<file path="config.mk">
export PLATFORM = sky130hd
export DESIGN_NAME = net_header_parser_validator
export DESIGN_NICKNAME = d
export VERILOG_FILES = /design/src/rtl/core/nhpv_pkg.sv /design/src/rtl/core/net_header_parser_validator.sv
export SDC_FILE = /design/constraint.sdc
export NUM_CORES = 1
export LEC_CHECK = 0
export BUFFER_PORTS_ARGS = -buffer_cell sky130_fd_sc_hd__buf_2
export CORE_UTILIZATION = 25
export DETAILED_ROUTE_END_ITERATION = 7
export PLACE_DENSITY = 0.39
export SLEW_MARGIN = 25
export SYNTH_ARGS = -nofsm -noshare
export SYNTH_HDL_FRONTEND = slang
export SYNTH_SLANG_ARGS = --single-unit
</file>
<file path="constraint.sdc">
create_clock -name clk_i -period 24.9 [get_ports clk_i]
set_clock_uncertainty 0.2 [all_clocks]
set_input_delay 4.98 -clock clk_i [delete_from_list [all_inputs] [get_ports clk_i]]
set_output_delay 4.98 -clock clk_i [all_outputs]
set_load 0.03 [all_outputs]
</file>
<file path="src/rtl/core/nhpv_pkg.sv">
// Package for the network header parser and validator.
// Holds the parse phase codes, control bit positions, field widths and status codes.
// It has no dependencies.
package nhpv_pkg;

  localparam int unsigned PhaseW = 4;
  localparam int unsigned CountW = 3;
  localparam int unsigned LenW   = 5;
  localparam int unsigned StatW  = 2;

  localparam logic [PhaseW-1:0] PhCtl     = 4'd0;
  localparam logic [PhaseW-1:0] PhTtl     = 4'd1;
  localparam logic [PhaseW-1:0] PhSeq     = 4'd2;
  localparam logic [PhaseW-1:0] PhGraph   = 4'd3;
  localparam logic [PhaseW-1:0] PhDst     = 4'd4;
  localparam logic [PhaseW-1:0] PhSrc     = 4'd5;
  localparam logic [PhaseW-1:0] PhPdu     = 4'd6;
  localparam logic [PhaseW-1:0] PhProxy   = 4'd7;
  localparam logic [PhaseW-1:0] PhSecond  = 4'd8;
  localparam logic [PhaseW-1:0] PhFirst   = 4'd9;
  localparam logic [PhaseW-1:0] PhPayload = 4'd10;

  localparam int unsigned DstModeBit = 7;
  localparam int unsigned SrcModeBit = 6;
  localparam int unsigned ProxyBit   = 2;
  localparam int unsigned SecondBit  = 1;
  localparam int unsigned FirstBit   = 0;

  localparam logic [15:0] MaxAgeReset = 16'd1000;

  localparam logic [StatW-1:0] StatAccepted  = 2'd0;
  localparam logic [StatW-1:0] StatTtlZero   = 2'd1;
  localparam logic [StatW-1:0] StatExpired   = 2'd2;
  localparam logic [StatW-1:0] StatTruncated = 2'd3;

endpackage

</file>
<file path="src/rtl/core/net_header_parser_validator.sv">
// Top level of the network header parser and validator.
// Depends on nhpv_pkg for phase codes, control bit positions and status codes.
//
// The block takes one packet byte per item and may accept an item in every
// cycle. Each byte advances the header parse in the same cycle, and a result
// (header complete or packet truncated) appears in the output register on the
// next cycle. The only hold-off is the output register: a new item is stalled
// while a result waits there and the output side stalls. A packet gives at most
// one result; payload bytes after the header give none.
module net_header_parser_validator (
  input  logic                          clk_i,
  input  logic                          rst_ni,
  input  logic                          cfg_valid_i,
  output logic                          cfg_ready_o,
  input  logic [15:0]                   cfg_max_age_i,
  input  logic                          in_valid_i,
  output logic                          in_stall_o,
  input  logic [7:0]                    data_byte_i,
  input  logic                          start_flag_i,
  input  logic                          end_flag_i,
  input  logic [15:0]                   now_slot_i,
  output logic                          out_valid_o,
  input  logic                          out_stall_i,
  output logic [7:0]                    control_bits_o,
  output logic [7:0]                    hop_limit_o,
  output logic [15:0]                   sequence_res_o,
  output logic [15:0]                   graph_id_o,
  output logic [63:0]                   dest_addr_o,
  output logic [63:0]                   src_addr_o,
  output logic [7:0]                    pdu_type_o,
  output logic [15:0]                   proxy_addr_o,
  output logic [15:0]                   second_addr_o,
  output logic [15:0]                   first_addr_o,
  output logic [nhpv_pkg::LenW-1:0]     hdr_len_o,
  output logic [nhpv_pkg::StatW-1:0]    status_o
);
  import nhpv_pkg::*;

  logic [15:0]       max_age_q;
  logic [PhaseW-1:0] phase_q, phase_d;
  logic [CountW-1:0] fbc_q, fbc_d;
  logic [LenW-1:0]   cons_q, cons_d;
  logic [7:0]        ctl_q, ctl_d;
  logic [7:0]        ttl_q, ttl_d;
  logic [15:0]       seq_q, seq_d;
  logic [15:0]       graph_q, graph_d;
  logic [63:0]       dst_q, dst_d;
  logic [63:0]       src_q, src_d;
  logic [7:0]        pdu_q, pdu_d;
  logic [15:0]       proxy_q, proxy_d;
  logic [15:0]       second_q, second_d;
  logic [15:0]       first_q, first_d;

  logic              out_valid_q;
  logic [7:0]        o_ctl_q, o_ttl_q, o_pdu_q;
  logic [15:0]       o_seq_q, o_graph_q, o_proxy_q, o_second_q, o_first_q;
  logic [63:0]       o_dst_q, o_src_q;
  logic [LenW-1:0]   o_len_q;
  logic [StatW-1:0]  o_stat_q;

  logic              accept;
  logic [PhaseW-1:0] ph_eff;
  logic [CountW-1:0] fbc_eff;
  logic [LenW-1:0]   cons_eff;
  logic              parsing;
  logic [3:0]        fbc_inc;
  logic [3:0]        flen;
  logic              field_done;
  logic [PhaseW-1:0] ph_next;
  logic              complete;
  logic              result;
  logic [StatW-1:0]  res_stat;
  logic [15:0]       age;
  logic [2:0]        lane;

  assign cfg_ready_o = 1'b1;
  assign in_stall_o  = out_valid_q & out_stall_i;
  assign accept      = in_valid_i & ~in_stall_o;

  assign ph_eff   = start_flag_i ? PhCtl : phase_q;
  assign fbc_eff  = start_flag_i ? '0 : fbc_q;
  assign cons_eff = start_flag_i ? '0 : cons_q;
  assign parsing  = (ph_eff < PhPayload);
  assign fbc_inc  = {1'b0, fbc_eff} + 4'd1;
  assign lane     = fbc_eff;

  always_comb begin
    ctl_d    = ctl_q;
    ttl_d    = ttl_q;
    seq_d    = seq_q;
    graph_d  = graph_q;
    dst_d    = dst_q;
    src_d    = src_q;
    pdu_d    = pdu_q;
    proxy_d  = proxy_q;
    second_d = second_q;
    first_d  = first_q;
    if (ph_eff == PhCtl) begin
      ctl_d    = data_byte_i;
      ttl_d    = '0;
      seq_d    = '0;
      graph_d  = '0;
      dst_d    = '0;
      src_d    = '0;
      pdu_d    = '0;
      proxy_d  = '0;
      second_d = '0;
      first_d  = '0;
    end
    case (ph_eff)
      PhTtl:    ttl_d = data_byte_i;
      PhSeq:    seq_d[8*lane[0] +: 8] = data_byte_i;
      PhGraph:  graph_d[8*lane[0] +: 8] = data_byte_i;
      PhDst:    dst_d[8*lane +: 8] = data_byte_i;
      PhSrc:    src_d[8*lane +: 8] = data_byte_i;
      PhPdu:    pdu_d = data_byte_i;
      PhProxy:  proxy_d[8*lane[0] +: 8] = data_byte_i;
      PhSecond: second_d[8*lane[0] +: 8] = data_byte_i;
      PhFirst:  first_d[8*lane[0] +: 8] = data_byte_i;
      default: ;
    endcase
  end

  always_comb begin
    case (ph_eff)
      PhSeq, PhGraph, PhProxy, PhSecond, PhFirst: flen = 4'd2;
      PhDst:   flen = ctl_d[DstModeBit] ? 4'd8 : 4'd2;
      PhSrc:   flen = ctl_d[SrcModeBit] ? 4'd8 : 4'd2;
      default: flen = 4'd1;
    endcase
  end

  assign field_done = (fbc_inc >= flen);

  always_comb begin
    case (ph_eff)
      PhCtl:   ph_next = PhTtl;
      PhTtl:   ph_next = PhSeq;
      PhSeq:   ph_next = PhGraph;
      PhGraph: ph_next = PhDst;
      PhDst:   ph_next = PhSrc;
      PhSrc:   ph_next = PhPdu;
      PhPdu:   ph_next = ctl_d[ProxyBit]  ? PhProxy  :
                         ctl_d[SecondBit] ? PhSecond :
                         ctl_d[FirstBit]  ? PhFirst  : PhPayload;
      PhProxy: ph_next = ctl_d[SecondBit] ? PhSecond :
                         ctl_d[FirstBit]  ? PhFirst  : PhPayload;
      PhSecond: ph_next = ctl_d[FirstBit] ? PhFirst : PhPayload;
      default: ph_next = PhPayload;
    endcase
  end

  assign complete = parsing & field_done & (ph_next == PhPayload);
  assign result   = parsing & (complete | end_flag_i);
  assign age      = now_slot_i - seq_d;

  always_comb begin
    if (!complete) begin
      res_stat = StatTruncated;
    end else if (ttl_d == 8'd0) begin
      res_stat = StatTtlZero;
    end else if (age > max_age_q) begin
      res_stat = StatExpired;
    end else begin
      res_stat = StatAccepted;
    end
  end

  always_comb begin
    phase_d = ph_eff;
    fbc_d   = fbc_eff;
    cons_d  = cons_eff;
    if (parsing) begin
      cons_d = cons_eff + LenW'(1);
      if (field_done) begin
        fbc_d   = '0;
        phase_d = ph_next;
      end else begin
        fbc_d = fbc_inc[CountW-1:0];
      end
    end
    if (end_flag_i) begin
      phase_d = PhCtl;
      fbc_d   = '0;
      cons_d  = '0;
    end
  end

  always_ff @(posedge clk_i or negedge rst_ni) begin
    if (!rst_ni) begin
      max_age_q   <= MaxAgeReset;
      phase_q     <= PhCtl;
      fbc_q       <= '0;
      cons_q      <= '0;
      ctl_q       <= '0;
      ttl_q       <= '0;
      seq_q       <= '0;
      graph_q     <= '0;
      dst_q       <= '0;
      src_q       <= '0;
      pdu_q       <= '0;
      proxy_q     <= '0;
      second_q    <= '0;
      first_q     <= '0;
      out_valid_q <= 1'b0;
    end else begin
      if (cfg_valid_i && cfg_ready_o) begin
        max_age_q <= cfg_max_age_i;
      end
      if (accept) begin
        phase_q  <= phase_d;
        fbc_q    <= fbc_d;
        cons_q   <= cons_d;
        ctl_q    <= ctl_d;
        ttl_q    <= ttl_d;
        seq_q    <= seq_d;
        graph_q  <= graph_d;
        dst_q    <= dst_d;
        src_q    <= src_d;
        pdu_q    <= pdu_d;
        proxy_q  <= proxy_d;
        second_q <= second_d;
        first_q  <= first_d;
      end
      out_valid_q <= (accept & result) | (out_valid_q & out_stall_i);
    end
  end

  always_ff @(posedge clk_i) begin
    if (accept && result) begin
      o_ctl_q    <= ctl_d;
      o_ttl_q    <= ttl_d;
      o_seq_q    <= seq_d;
      o_graph_q  <= graph_d;
      o_dst_q    <= dst_d;
      o_src_q    <= src_d;
      o_pdu_q    <= pdu_d;
      o_proxy_q  <= proxy_d;
      o_second_q <= second_d;
      o_first_q  <= first_d;
      o_len_q    <= cons_eff + LenW'(1);
      o_stat_q   <= res_stat;
    end
  end

  assign out_valid_o    = out_valid_q;
  assign control_bits_o = o_ctl_q;
  assign hop_limit_o    = o_ttl_q;
  assign sequence_res_o = o_seq_q;
  assign graph_id_o     = o_graph_q;
  assign dest_addr_o    = o_dst_q;
  assign src_addr_o     = o_src_q;
  assign pdu_type_o     = o_pdu_q;
  assign proxy_addr_o   = o_proxy_q;
  assign second_addr_o  = o_second_q;
  assign first_addr_o   = o_first_q;
  assign hdr_len_o      = o_len_q;
  assign status_o       = o_stat_q;

endmodule
</file>
==> results.toml <==
[routing]
antenna_violating_nets_post_route = 0
detail_route.first_pass.iterations = 7
drt-initial-drc-count = 1194
routed_wire_length_per_instance_um = 20.2
post-route-drc-count = 0
detail_route.vias_per_cell = 4.70
number_of_vias_after_detailed_routing = 16700
drt_wl_total_um = 71700

[sta]
timing_max_transition_violations_final = 0
final.hold.worst_slack_ns = 0.274
fmaxAchievable_ghz = 0.0936
post-route-period-util_pct = 42.9
setup_tns_ns = 0
unrepaired_setup_endpoints_after_global_routing = "no"
final_number_of_setup_violating_endpoints = 0
timing.final.hold_violations = 0
period_needed_ns = 10.69
max-slew-margin-rel_pct = 31.0
tightest_slew_ns = 1.03

[clock_network]
cts_num_sinks = 500
cts_tree = "done"
root_buffer = "sky130_fd_sc_hd__clkbuf_16"
ctsResizeCount = 0
clock_network_latency_to_the_later_pin_of_the_worst_skew_pair_ns = 0.64
tritoncts.num_buffers = 58
cts.path.max_buffers = 3
cts.htree.levels = 2
clock_pin_slew_on_the_worst_setup_and_hold_paths_ns = 0.06
holdBufCountCts = 0
cts_setup_buffers = 0

[synth]
synth_area_leader_cell = "sky130_fd_sc_hd__edfxtp_1"
synthTopCellsByArea = "sky130_fd_sc_hd__edfxtp_1 (33%), sky130_fd_sc_hd__dfrtp_1 (29%), sky130_fd_sc_hd__nand2_1 (10%)"
synth.top_cell.area_share_pct = 33.0
post_synth_inst_count = 2124
netlist-cell-type-count = 75
synthesis.nets = 2209
synth-edff-count = 239
yosysSeqAreaShare_pct = 63.1
yosysWarnings = 0
ys_async_sr_fraction_pct = 52.2
ys_dominant_reg_cell = "sky130_fd_sc_hd__dfrtp_1"
syn_area_sq_um = 21700
flops_latches_synth = 500
post_synth.cell_area_avg_sq_um = 10.2

[die]
placement_rows = 107
dieArea_sq_um = 88100
top_level_ports = 289
chipWidth_um = 297
floorplan.die.height_um = 297
initial_utilization_pct = 25.4
core_region_area_sq_um = 85500

[pwr]
p_int_mw = 1.51
clockPowerShare_pct = 45.1
seq_power_share_pct = 44.6
p_leak_nw = 11.1
pwr_density_cell_nw_per_um2 = 77.6
vdd.ir_drop.worst_v = 0.0000499
netSwitchingFraction_pct = 26.3
net-switching-power_uw = 539
pwr-share-comb_pct = 10.3

[flow_run]
maxCapViolCount = 0

[critical_path]
setup.reg_to_reg.worst_slack_ns = 18.31
worst_ep_required_time_ns = 19.72
crit_start = "out_stall_i"
cp.arrival_ns = 5.51
worstSetupEndpoint = "in_stall_o"
cp-start-kind = "input pin"
critPathKind = "input pin to output pin"
setup.worst_path.end_class = "output pin"
worst_r2r_endpoint = "dest_addr_o[20]"
reg2reg_depth = 14
regToRegStartpoint = "phase_q[1]"
timing.critical_path.fanout_max = 4

[finish]
utilization_pct = 30.9
total_non_filler_cell_area_in_the_finished_layout_sq_um = 26400
syn_to_final_growth_pct = 21.7
stdcell_count = 3559
nets = 2450
drive_gt1_share_pct = 18.3
number_of_diodes_added_for_antenna_fixing = 0

[placed_design]
placer_congestion_estimate = 0.795
post-place-cells = 3449
place.port_buffers = 287
detailed_place_hpwl_um = 47500
placed_cell_areas_sq_um = 24300

[global_routing]
wire_length_of_the_first_global_routing_pass_um = 108000
grt_remaining_overflow = 0
number_of_antenna_violations_at_the_first_check_in_global_routing = 2
groute.usage.overall_pct = 16.0
grt_max_degree = 146
first_global_vias = 16500

[outcome]
run_status = "finished, final reports clean"

[min_path]
cells_on_worst_hold_path = 2
min-delay-path-class = "flip-flop to flip-flop"
## flip-flops by register name, indices dropped and copies added (netlist names), 5 cells and up
signal,flops
cons_q,5
control_bits_o,8
ctl_q,8
dest_addr_o,64
dst_q,64
first_addr_o,16
first_q,16
graph_id_o,16
graph_q,16
hdr_len_o,5
hop_limit_o,8
max_age_q,16
pdu_q,8
pdu_type_o,8
proxy_addr_o,16
proxy_q,16
second_addr_o,16
second_q,16
seq_q,16
sequence_res_o,16
src_addr_o,64
src_q,64
ttl_q,8
## cells by family (layout without fill, tap and decap cells)
kind of cell / Yosys count / after routing / synth area share (%)
simple gates: 884 / 884 / 17.2
compound gates: 485 / 485 / 13.0
fa+ha+maj: 39 / 39 / 2.27
xor+xnor: 19 / 19 / 0.766
other cells: 1 / 1 / 0.0173
buf+inv: 194 / 485 / 3.46
flops: 500 / 500 / 63.1
mux: 2 / 2 / 0.0979
## through the flow
stage | total power [mW] | worst slack, ns
after floorplan | 1.07 | 4.97
after global placement | 1.14 | 13.89
after detailed placement | 1.15 | 13.84
after CTS | 2.09 | 14.21
after global routing | 2.14 | 14.16
final | 2.05 | 14.21
## power groups by stage
| stage | clock [mW] | combinational (mW) | sequential (mW) |
|---|---|---|---|
| floorplan | 0 | 0.106 | 0.963 |
| global placement | 0 | 0.213 | 0.931 |
| detailed placement | 0 | 0.215 | 0.931 |
| CTS | 0.959 | 0.216 | 0.915 |
| global route | 0.989 | 0.233 | 0.918 |
| finish | 0.925 | 0.212 | 0.915 |
## cells in the mapped netlist, types with 4 or more instances
library cell	number
sky130_fd_sc_hd__xnor2_1	13
sky130_fd_sc_hd__inv_1	64
sky130_fd_sc_hd__ha_1	37
sky130_fd_sc_hd__o21ai_1	7
sky130_fd_sc_hd__nor3_1	14
sky130_fd_sc_hd__and2_1	8
sky130_fd_sc_hd__xor2_1	6
sky130_fd_sc_hd__nand2b_1	5
sky130_fd_sc_hd__a32o_1	8
sky130_fd_sc_hd__o31ai_1	10
sky130_fd_sc_hd__a31oi_1	22
sky130_fd_sc_hd__o21a_1	6
sky130_fd_sc_hd__a21o_1	11
sky130_fd_sc_hd__dfrtp_1	255
sky130_fd_sc_hd__a21oi_1	23
sky130_fd_sc_hd__dfstp_2	6
sky130_fd_sc_hd__nor4_1	5
sky130_fd_sc_hd__a22oi_1	22
sky130_fd_sc_hd__or2_2	4
sky130_fd_sc_hd__buf_1	12
sky130_fd_sc_hd__nor3b_1	4
sky130_fd_sc_hd__and3_1	5
sky130_fd_sc_hd__nor2b_1	7
sky130_fd_sc_hd__o21ai_0	324
sky130_fd_sc_hd__nand2_1	584
sky130_fd_sc_hd__clkbuf_1	112
sky130_fd_sc_hd__nor2_1	56
sky130_fd_sc_hd__a22o_1	22
sky130_fd_sc_hd__nand3_1	170
sky130_fd_sc_hd__edfxtp_1	239
sky130_fd_sc_hd__nand4_1	5
## layout make-up
type                    count  area [sq um]
fillers                  8837         59100
flip-flops and latches    500         13700
multi-input cells        1430          7330
repair buffers            311          1650
clock buffers              72          1540
well taps                1144          1430
clock inverters            38           533
inverters                  64           240
## worst min-delay path by stage
stage / start / end / slack (ns)
2_1_floorplan: seq_q[3] / seq_q[3] / 0.24
3_3_place_gp: dst_q[5] / dst_q[5] / 0.26
3_5_place_dp: dst_q[4] / dst_q[4] / 0.26
4_1_cts: dst_q[4] / dst_q[4] / 0.28
5_1_grt: first_q[10] / first_q[10] / 0.29
6_report: pdu_q[3] / pdu_q[3] / 0.27
## layer usage
| metal | routed length [um] | global-route usage (%) | vias to the layer above |
|---|---|---|---|
| met1 | 33200 | 21.9 | 8312 |
| met4 | 1580 | 4.07 | 2 |
| li1 | - | - | 7899 |
| met2 | 33400 | 25.8 | 425 |
| met5 | 11 | 0 | - |
| met3 | 3520 | 2.95 | 90 |
## critical path: stages
cell and delay (ns):
sky130_fd_sc_hd__buf_2 0.09, sky130_fd_sc_hd__nand2_1 0.16, sky130_fd_sc_hd__inv_1 0.09, sky130_fd_sc_hd__buf_2 0.18
## cell usage in the layout, fill, tap and decap left out, drive strengths merged, types with 7 or more instances in the layout
master,count
nor2,56
a21o,11
and2,8
a31oi,24
a32o,8
edfxtp,239
clkinv,22
clkbuf,72
a22o,22
xnor2,13
ha,37
nor3,16
bufinv,12
nand3,170
nand2,584
dfrtp,255
buf,311
a21oi,24
o31ai,11
a22oi,22
inv,66
nor2b,7
o21ai,332
Note: power is estimated with default switching activity, not from simulation.
